`config.mk`:
```
export PLATFORM = sky130hd
export DESIGN_NAME = stepper_step_dir_controller_top
export DESIGN_NICKNAME = d
export VERILOG_FILES = /design/src/rtl/core/stp_pkg.sv /design/src/rtl/core/stp_cfg_regs.sv /design/src/rtl/core/stp_in_stage.sv /design/src/rtl/core/stp_core.sv /design/src/rtl/core/stepper_step_dir_controller_top.sv
export SDC_FILE = /design/constraint.sdc
export NUM_CORES = 1
export LEC_CHECK = 0
export BUFFER_PORTS_ARGS = -buffer_cell sky130_fd_sc_hd__buf_2
export CORE_MARGIN = 2
export CORE_UTILIZATION = 45
export CTS_BUF_LIST = sky130_fd_sc_hd__clkbuf_4 sky130_fd_sc_hd__clkbuf_8 sky130_fd_sc_hd__clkbuf_16
export CTS_CLUSTER_DIAMETER = 120
export DETAILED_ROUTE_END_ITERATION = 16
export SLEW_MARGIN = 40
export SYNTH_ARGS = -nofsm -noshare
export SYNTH_HDL_FRONTEND = slang
export SYNTH_HIERARCHICAL = 1
export SYNTH_SLANG_ARGS = --single-unit
```
`constraint.sdc`:
```
create_clock -name clk -period 9.5 [get_ports clk]
set_input_delay 1.425 -clock clk [delete_from_list [all_inputs] [get_ports clk]]
set_output_delay 1.425 -clock clk [all_outputs]
set_load 0.1 [all_outputs]
```
`src/rtl/core/stp_pkg.sv`:
```
// ----------------------------------------------------------------------------
// stp_pkg
// shared types, codes and widths of the step/dir controller
// ----------------------------------------------------------------------------
`timescale 1ns / 1ps

package stp_pkg;

	localparam int TARGET_W    = 24;
	localparam int SPAN_W      = 23;
	localparam int MARGIN_W    = 8;
	localparam int DEBOUNCE_W  = 16;
	localparam int GAUGE_W     = 10;
	localparam int REMAIN_W    = 24;
	localparam int OUT_POS_W   = 24;
	localparam int OPCODE_W    = 3;
	localparam int CFG_INDEX_W = 2;
	localparam int CFG_DATA_W  = 23;
	localparam int IN_TDATA_W  = 40;
	localparam int OUT_TDATA_W = 32;

	// result field positions in m_tdata
	localparam int OUT_HOMED_BIT = 28;
	localparam int OUT_ERROR_BIT = 29;

	localparam logic [SPAN_W-1:0]     SPAN_RESET       = '0;
	localparam logic [MARGIN_W-1:0]   MARGIN_RESET     = 8'd5;
	localparam logic [DEBOUNCE_W-1:0] DEBOUNCE_RESET   = 16'd50;
	localparam logic                  STALL_STOP_RESET = 1'b1;

	typedef enum logic [OPCODE_W-1:0] {
		OP_TICK = 3'd0,
		OP_MOVE = 3'd1,
		OP_JOG  = 3'd2,
		OP_STOP = 3'd3,
		OP_HOME = 3'd4
	} op_t;

	typedef enum logic [CFG_INDEX_W-1:0] {
		CFG_SPAN       = 2'd0,
		CFG_MARGIN     = 2'd1,
		CFG_DEBOUNCE   = 2'd2,
		CFG_STALL_STOP = 2'd3
	} cfg_reg_t;

	typedef struct packed {
		logic [SPAN_W-1:0]     travel_span;
		logic [MARGIN_W-1:0]   safety_margin;
		logic [DEBOUNCE_W-1:0] stall_debounce_ticks;
		logic                  stall_stop_enable;
	} cfg_t;

	// target already clamped to the travel window
	typedef struct packed {
		op_t                  opcode;
		logic [TARGET_W-1:0]  target_position;
		logic                 jog_forward;
		logic                 stall_ind;
		logic [GAUGE_W-1:0]   stall_gauge;
	} item_t;

	typedef struct packed {
		logic                 error_code;
		logic                 homed_flag;
		logic                 stall_seen;
		logic                 moving;
		logic [OUT_POS_W-1:0] position_now;
		logic                 dir_level;
		logic                 step_level;
	} result_t;

endpackage

```
`src/rtl/core/stp_cfg_regs.sv`:
```
// ----------------------------------------------------------------------------
// stp_cfg_regs
// configuration register file, written through a plain write port
// ----------------------------------------------------------------------------
`timescale 1ns / 1ps

module stp_cfg_regs (
	input  logic                             clk,
	input  logic                             arst_n,
	input  logic                             cfg_we,
	input  logic [stp_pkg::CFG_INDEX_W-1:0]  cfg_index,
	input  logic [stp_pkg::CFG_DATA_W-1:0]   cfg_wdata,
	output stp_pkg::cfg_t                    cfg
);
	import stp_pkg::*;

	cfg_t cfg_q;

	always_ff @(posedge clk or negedge arst_n) begin
		if (!arst_n) begin
			cfg_q.travel_span          <= SPAN_RESET;
			cfg_q.safety_margin        <= MARGIN_RESET;
			cfg_q.stall_debounce_ticks <= DEBOUNCE_RESET;
			cfg_q.stall_stop_enable    <= STALL_STOP_RESET;
		end else if (cfg_we) begin
			case (cfg_reg_t'(cfg_index))
				CFG_SPAN:       cfg_q.travel_span          <= cfg_wdata[SPAN_W-1:0];
				CFG_MARGIN:     cfg_q.safety_margin        <= cfg_wdata[MARGIN_W-1:0];
				CFG_DEBOUNCE:   cfg_q.stall_debounce_ticks <= cfg_wdata[DEBOUNCE_W-1:0];
				CFG_STALL_STOP: cfg_q.stall_stop_enable    <= cfg_wdata[0];
				default: ;
			endcase
		end
	end

	assign cfg = cfg_q;

endmodule

```
`src/rtl/core/stp_in_stage.sv`:
```
// ----------------------------------------------------------------------------
// stp_in_stage
// input register; unpacks the stream word and clamps the move target
// ----------------------------------------------------------------------------
`timescale 1ns / 1ps

module stp_in_stage (
	input  logic                             clk,
	input  logic                             arst_n,
	input  logic                             s_tvalid,
	output logic                             s_tready,
	input  logic [stp_pkg::IN_TDATA_W-1:0]   s_tdata,
	input  logic [stp_pkg::OPCODE_W-1:0]     s_tuser,
	input  logic                             advance,
	input  stp_pkg::cfg_t                    cfg,
	output logic                             valid_s1,
	output stp_pkg::item_t                   item_s1
);
	import stp_pkg::*;

	logic signed [TARGET_W-1:0] lo_bound;
	logic signed [TARGET_W-1:0] hi_raw;
	logic signed [TARGET_W-1:0] hi_bound;
	logic signed [TARGET_W-1:0] target_in;
	logic signed [TARGET_W-1:0] target_clamped;
	item_t                      item_in;

	// window [margin, span - margin], upper edge raised to the lower one
	assign lo_bound  = signed'(TARGET_W'(cfg.safety_margin));
	assign hi_raw    = signed'(TARGET_W'(cfg.travel_span)) - lo_bound;
	assign hi_bound  = (hi_raw < lo_bound) ? lo_bound : hi_raw;
	assign target_in = signed'(s_tdata[TARGET_W-1:0]);

	always_comb begin
		if (target_in < lo_bound) begin
			target_clamped = lo_bound;
		end else if (target_in > hi_bound) begin
			target_clamped = hi_bound;
		end else begin
			target_clamped = target_in;
		end
	end

	always_comb begin
		item_in.opcode          = op_t'(s_tuser);
		item_in.target_position = target_clamped;
		item_in.jog_forward     = s_tdata[TARGET_W];
		item_in.stall_ind       = s_tdata[TARGET_W+1];
		item_in.stall_gauge     = s_tdata[TARGET_W+2 +: GAUGE_W];
	end

	assign s_tready = !valid_s1 || advance;

	always_ff @(posedge clk or negedge arst_n) begin
		if (!arst_n) begin
			valid_s1 <= 1'b0;
		end else if (s_tready) begin
			valid_s1 <= s_tvalid;
		end
	end

	always_ff @(posedge clk) begin
		if (s_tvalid && s_tready) begin
			item_s1 <= item_in;
		end
	end

endmodule

```
`src/rtl/core/stp_core.sv`:
```
// ----------------------------------------------------------------------------
// stp_core
// motion state and the per-item update: ticks, moves, jogs, stop, home
// ----------------------------------------------------------------------------
`timescale 1ns / 1ps

module stp_core #(
	parameter int POSITION_BITS = 24
) (
	input  logic              clk,
	input  logic              arst_n,
	input  logic              fire,
	input  stp_pkg::item_t    item,
	input  stp_pkg::cfg_t     cfg,
	output stp_pkg::result_t  res
);
	import stp_pkg::*;

	localparam int WIDE_W = (POSITION_BITS > TARGET_W) ? POSITION_BITS : TARGET_W;
	localparam int DIST_W = WIDE_W + 1;

	logic [POSITION_BITS-1:0] pos_q, pos_n;
	logic [REMAIN_W-1:0]      remain_q, remain_n;
	logic                     jog_q, jog_n;
	logic                     phase_q, phase_n;
	logic                     fwd_q, fwd_n;
	logic                     run_q, run_n;
	logic                     homed_q, homed_n;
	logic [DEBOUNCE_W-1:0]    stall_cnt_q, stall_cnt_n;

	logic                     stall_pulse;
	logic                     move_err;
	logic                     stall_sample;
	logic [DEBOUNCE_W-1:0]    stall_need;
	logic [DEBOUNCE_W-1:0]    stall_cnt_inc;
	logic                     stall_stop;
	logic signed [DIST_W-1:0] move_delta;
	logic [DIST_W-1:0]        dist_mag;
	logic [REMAIN_W-1:0]      remain_move;
	logic [POSITION_BITS-1:0] pos_step;
	logic [WIDE_W-1:0]        pos_wide;

	assign stall_sample  = item.stall_ind || (item.stall_gauge == '0);
	assign stall_need    = (cfg.stall_debounce_ticks == '0) ? DEBOUNCE_W'(1)
	                                                         : cfg.stall_debounce_ticks;
	assign stall_cnt_inc = (&stall_cnt_q) ? stall_cnt_q : stall_cnt_q + 1'b1;
	assign pos_step      = fwd_q ? pos_q + 1'b1 : pos_q - 1'b1;

	// signed distance from the current position to the clamped target
	assign move_delta  = DIST_W'(signed'(item.target_position)) - DIST_W'(signed'(pos_q));
	assign dist_mag    = move_delta[DIST_W-1] ? DIST_W'(-move_delta) : DIST_W'(move_delta);
	assign remain_move = (|dist_mag[DIST_W-1:REMAIN_W]) ? {REMAIN_W{1'b1}}
	                                                    : dist_mag[REMAIN_W-1:0];

	always_comb begin
		pos_n       = pos_q;
		remain_n    = remain_q;
		jog_n       = jog_q;
		phase_n     = phase_q;
		fwd_n       = fwd_q;
		run_n       = run_q;
		homed_n     = homed_q;
		stall_cnt_n = stall_cnt_q;
		stall_pulse = 1'b0;
		move_err    = 1'b0;
		stall_stop  = 1'b0;
		case (item.opcode)
			OP_TICK: begin
				if (stall_sample) begin
					stall_pulse = (stall_cnt_inc >= stall_need);
					stall_cnt_n = stall_pulse ? '0 : stall_cnt_inc;
				end else begin
					stall_cnt_n = '0;
				end
				stall_stop = stall_pulse && jog_q && run_q && cfg.stall_stop_enable;
				if (stall_stop) begin
					remain_n = '0;
					run_n    = 1'b0;
					jog_n    = 1'b0;
					phase_n  = 1'b0;
				end else if (run_q) begin
					if (jog_q || (remain_q != '0)) begin
						phase_n = !phase_q;
						// rising edge on the step pin
						if (!phase_q) begin
							if (!jog_q) begin
								remain_n = remain_q - 1'b1;
							end
							pos_n = pos_step;
						end
					end else begin
						run_n = 1'b0;
					end
				end
			end
			OP_MOVE: begin
				if (!homed_q) begin
					move_err = 1'b1;
				end else if (move_delta != '0) begin
					fwd_n    = !move_delta[DIST_W-1];
					remain_n = remain_move;
					run_n    = 1'b1;
					jog_n    = 1'b0;
				end
			end
			OP_JOG: begin
				fwd_n    = item.jog_forward;
				remain_n = '0;
				jog_n    = 1'b1;
				run_n    = 1'b1;
			end
			OP_STOP: begin
				remain_n = '0;
				run_n    = 1'b0;
				jog_n    = 1'b0;
				phase_n  = 1'b0;
			end
			OP_HOME: begin
				pos_n   = '0;
				homed_n = 1'b1;
			end
			default: ;
		endcase
	end

	always_ff @(posedge clk or negedge arst_n) begin
		if (!arst_n) begin
			pos_q       <= '0;
			remain_q    <= '0;
			jog_q       <= 1'b0;
			phase_q     <= 1'b0;
			fwd_q       <= 1'b1;
			run_q       <= 1'b0;
			homed_q     <= 1'b0;
			stall_cnt_q <= '0;
		end else if (fire) begin
			pos_q       <= pos_n;
			remain_q    <= remain_n;
			jog_q       <= jog_n;
			phase_q     <= phase_n;
			fwd_q       <= fwd_n;
			run_q       <= run_n;
			homed_q     <= homed_n;
			stall_cnt_q <= stall_cnt_n;
		end
	end

	assign pos_wide = WIDE_W'(pos_n);

	always_comb begin
		res.step_level   = phase_n;
		res.dir_level    = fwd_n;
		res.position_now = pos_wide[OUT_POS_W-1:0];
		res.moving       = run_n;
		res.stall_seen   = stall_pulse;
		res.homed_flag   = homed_n;
		res.error_code   = move_err;
	end

endmodule

```
`src/rtl/core/stepper_step_dir_controller_top.sv`:
```
// ----------------------------------------------------------------------------
// stepper_step_dir_controller_top
// step/direction pulse generator with position counter and stall debounce
// ----------------------------------------------------------------------------
// Each transfer on the slave stream is one command or one tick and gives
// exactly one result transfer on the master stream. The block takes one item
// every clock unless the master side holds it back: an item sits in the input
// register (where the move target is clamped to the travel window), then the
// motion state updates and the result lands in the output register, where it
// is presented until it transfers when the master side is ready.
// The rate is set by the state update loop in the core. Back pressure on the
// master side stalls the input register and, through it, s_tready.
// Configuration writes go straight to the register file and are meant to be
// done while no item is in flight.
`timescale 1ns / 1ps

module stepper_step_dir_controller_top #(
	parameter int POSITION_BITS = 24
) (
	input  logic                             clk,
	input  logic                             arst_n,
	// slave stream: commands and ticks
	input  logic                             s_tvalid,
	output logic                             s_tready,
	// [23:0] target_position, [24] jog_forward, [25] stall_ind,
	// [35:26] stall_gauge, [39:36] zero
	input  logic [stp_pkg::IN_TDATA_W-1:0]   s_tdata,
	// [2:0] opcode
	input  logic [stp_pkg::OPCODE_W-1:0]     s_tuser,
	// master stream: one result per item
	output logic                             m_tvalid,
	input  logic                             m_tready,
	// [0] step_level, [1] dir_level, [25:2] position_now, [26] moving,
	// [27] stall_seen, [28] homed_flag, [29] error_code, [31:30] zero
	output logic [stp_pkg::OUT_TDATA_W-1:0]  m_tdata,
	// configuration write port
	input  logic                             cfg_we,
	input  logic [stp_pkg::CFG_INDEX_W-1:0]  cfg_index,
	input  logic [stp_pkg::CFG_DATA_W-1:0]   cfg_wdata
);
	import stp_pkg::*;

	cfg_t    cfg;
	item_t   item_s1;
	logic    valid_s1;
	logic    advance;      // output register can take a new result
	logic    fire;         // item in the input register executes this cycle
	result_t res;
	result_t res_q;
	logic    m_valid_q;

	stp_cfg_regs u_cfg (
		.clk       (clk),
		.arst_n    (arst_n),
		.cfg_we    (cfg_we),
		.cfg_index (cfg_index),
		.cfg_wdata (cfg_wdata),
		.cfg       (cfg)
	);

	stp_in_stage u_in (
		.clk      (clk),
		.arst_n   (arst_n),
		.s_tvalid (s_tvalid),
		.s_tready (s_tready),
		.s_tdata  (s_tdata),
		.s_tuser  (s_tuser),
		.advance  (advance),
		.cfg      (cfg),
		.valid_s1 (valid_s1),
		.item_s1  (item_s1)
	);

	stp_core #(
		.POSITION_BITS (POSITION_BITS)
	) u_core (
		.clk    (clk),
		.arst_n (arst_n),
		.fire   (fire),
		.item   (item_s1),
		.cfg    (cfg),
		.res    (res)
	);

	// output register frees when empty or when its result transfers
	assign advance = !m_valid_q || m_tready;
	assign fire    = valid_s1 && advance;

	always_ff @(posedge clk or negedge arst_n) begin
		if (!arst_n) begin
			m_valid_q <= 1'b0;
		end else if (advance) begin
			m_valid_q <= valid_s1;
		end
	end

	// result payload, no reset needed
	always_ff @(posedge clk) begin
		if (fire) begin
			res_q <= res;
		end
	end

	assign m_tvalid = m_valid_q;
	assign m_tdata  = {2'b00,
	                   res_q.error_code,
	                   res_q.homed_flag,
	                   res_q.stall_seen,
	                   res_q.moving,
	                   res_q.position_now,
	                   res_q.dir_level,
	                   res_q.step_level};

endmodule

```
==> results_dict.tcl <==
set metrics [dict create \
    synth_top_area_share_pct 19.03 \
    path_clk_slew_ps 80 \
    initial_utilization_pct 45.50 \
    max_stage_delay_ps 580 \
    drtPass1Iterations 6 \
    nets 1875 \
    clkPwrFrac_pct 20.2 \
    drt_iter0_drc 929 \
    rsz0062_at_grt "no" \
    via_per_inst 5.935 \
    cp.required_ps 9700 \
    fmax_mhz 140.6 \
    vias 12710 \
    place_inst 2109 \
    grt_antenna_before_repair 0 \
    avgSynthCellArea_um2 9.025 \
    dp.final_hpwl_mm 30.03 \
    finClkSkew_ps 13.35 \
    final_cells 2141 \
    seq_power_share_pct 29.0 \
    min-delay-path-class "reg -> reg" \
    drv_slew 0 \
    path_class "reg -> reg" \
    p_sw_mw 1.732 \
    cts_buffer_depth 2 \
    ys_seq_area_share_pct 34.34 \
    fillers 3096 \
    grt_max_degree 64 \
    wl_mm 40.15 \
    synth-edff-count 69 \
    io_buffers 100 \
    fin_total_pwr_mw 3.985 \
    syn_inst 1632 \
    insertion_delay_ps 450 \
    layout-drive-gt1-share_pct 15.72 \
    yosys.area.top_type "dfrtp_1" \
    crit_slowest_cell "o31a_1" \
    finalSetupViolCount 0 \
    yosys_warnings 6 \
    irDropWorstVdd_v 0.0002131 \
    cp_common_cell "ha_1" \
    p_per_area_nw_per_um2 246.8 \
    antenna_left 0 \
    worst_pin_slew_ps 746.2 \
    comb_power_share_pct 50.8 \
    syn2layout_area_growth_pct 9.616 \
    root_buffer "clkbuf_16" \
    synth_flop_cell "dfrtp_1" \
    fin_crit_sh_pct 74.88 \
    min_period_ps 7114 \
    cts_buffers 17 \
    grt_pass1_wl_mm 64.14 \
    htree_levels 4 \
    cts_resized 0 \
    ys_top_cells_by_count "120 x nand2_1, 117 x nor2_1, 113 x ha_1" \
    gp_congestion 0.9237 \
    netlist_area_um2 14730 \
    p_int_mw 2.253 \
    status "complete, no violations" \
    post-place-ws_ps 2447 \
    post-route-drc-count 0 \
    grt_pass1_vias 11960 \
    fp.dieArea_um2 34200 \
    yosys.cell_types.count 101 \
    num_rows 66 \
    cp-start-kind "flop" \
    n_antenna_cell 0 \
    die_y_um 184.9 \
    leakage_nw 7.063 \
    cts_tree "built" \
    slew_headroom_pct 49.73 \
    r2r_slack_ps 2390 \
    die_x_um 184.9 \
    cp_max_fo 17 \
    ys_seq_elements 188 \
    final_hold_viol_count 0 \
    layout_setup_ws_ps 2386 \
    cts.sinks 188 \
    swShare_pct 43.47 \
    setup_tns_ps 0 \
    path_delay_family "compound AO/OA/AOI/OAI gates" \
    async_reset_ff_share_pct 63.30 \
    maxCapViolCount 0 \
    coreArea_um2 32370 \
    crit_buf_inv 3 \
    critical_path_arrival_ps 7320 \
    wire_per_inst_um 18.75 \
    finish.utilization_pct 49.88 \
    cts.hold.buffers_added 0 \
    overflow 0 \
    io_pins 107 \
    ys_top_cells_by_area "dfrtp_1 19%, edfxtp_1 14%, ha_1 9.6%" \
    gr-usage-all-layers_pct 23.75 \
    cp-end-kind "flop" \
    synth.most_common_cell "nand2_1" \
    cts_setup_buffers 0 \
]
area by class of cell:
cell class                      instances  area [um2]  area share (%)
Inverter                               84       315.3           1.953
Sequential cell                       188        5059           31.33
Clock buffer                           19       440.4           2.728
Tap cell                              442       553.0           3.425
Clock inverter                         13       203.9           1.263
Multi-Input combinational cell       1281        8955           55.46
Timing Repair Buffer                  114       619.3           3.836
metal layers:
layer	track usage, %	wire, um	share of wire, %
met5	0	0	0
met4	6.317	641	1.6
met3	3.008	1560	3.9
met2	39.76	19260	48
met1	32.41	18690	47
power groups by stage:
stage / logic [mW] / clock network, mW / registers (mW)
after floorplan: 1.48 / 0 / 1.24
after global placement: 1.97 / 0 / 1.16
after detailed placement: 1.99 / 0 / 1.17
after CTS: 2.01 / 0.825 / 1.15
after global routing: 2.25 / 0.854 / 1.18
final: 2.03 / 0.804 / 1.16
placed cells by master (no fill, tap or decap), drive strengths merged, types with 21 or more instances in the layout:
| cell | synthesis | routed |
|---|---|---|
| nand2 | 120 | 120 |
| nor2 | 118 | 118 |
| o21ai | 114 | 114 |
| buf | 26 | 114 |
| ha | 113 | 113 |
| dfrtp | 112 | 112 |
| a21oi | 101 | 101 |
| inv | 84 | 90 |
| edfxtp | 69 | 69 |
| mux2 | 57 | 57 |
| nand3 | 51 | 51 |
| nor3 | 44 | 44 |
| xnor2 | 41 | 41 |
| a21o | 39 | 39 |
| a22oi | 35 | 35 |
| xor2 | 29 | 29 |
| o31ai | 28 | 28 |
| or2 | 26 | 26 |
| o22ai | 24 | 24 |
| nand2b | 22 | 22 |
| nor4 | 21 | 21 |
per-stage QoR:
| stage | hold WS (ps) | cell area, um2 |
|---|---|---|
| after global placement | 462.8 | 15460 |
| after global routing | 501.2 | 16150 |
| final | 478.4 | 16150 |
| after CTS | 483.4 | 16140 |
| after detailed placement | 465.9 | 15500 |
| after floorplan | 443.1 | 14730 |
cell families (layout without fill, tap and decap cells):
logic type	count (synthesis)	in the layout	share of synthesized area, %
AO/OA/AOI/OAI	502	502	22.79
XOR/XNOR	70	70	4.162
adder cells (fa/ha/maj)	116	116	10.01
buffers and inverters	164	230	5.156
flip-flops	188	188	34.34
multiplexers	72	72	5.377
other	1	2	0.02546
AND/OR/NAND/NOR	519	519	18.14
path summary, 6_finish.rpt:
path                                    start                 end  cells after the start
max                             u_cfg/cfg[19]    u_in/item_s1[18]                     26
min                        u_core/remain_q[5]  u_core/remain_q[5]                      1
max reg2reg                     u_cfg/cfg[19]    u_in/item_s1[18]                     26
min reg2reg                u_core/remain_q[5]  u_core/remain_q[5]                      1
max in group asynchronous              arst_n        u_cfg/cfg[5]                      2
min in group asynchronous              arst_n    u_core/pos_q[11]                      1
worst reg2reg max path: cells and delay by family, from the launching register on:
| kind | cells | cell delay (ps) |
|---|---|---|
| AOI/OAI and AO/OA | 9 | 2100 |
| and+or+nand+nor | 7 | 1590 |
| adders and majority gates | 4 | 1300 |
| buffers and inverters | 3 | 570 |
| DFF | 1 | 570 |
| muxes | 2 | 450 |
| xor gates and xnor gates | 1 | 270 |
flip-flops by register name, indices dropped and copies added, names as in the netlist:
signal	flops
u_in/item_s1	39
u_in/valid_s1	1
u_core/homed_q	1
u_core/run_q	1
u_core/pos_q	24
u_cfg/cfg	48
m_tdata	30
u_core/remain_q	24
u_core/fwd_q	1
m_tvalid	1
u_core/phase_q	1
u_core/stall_cnt_q	16
u_core/jog_q	1
Note: power is estimated with default switching activity, not from simulation.
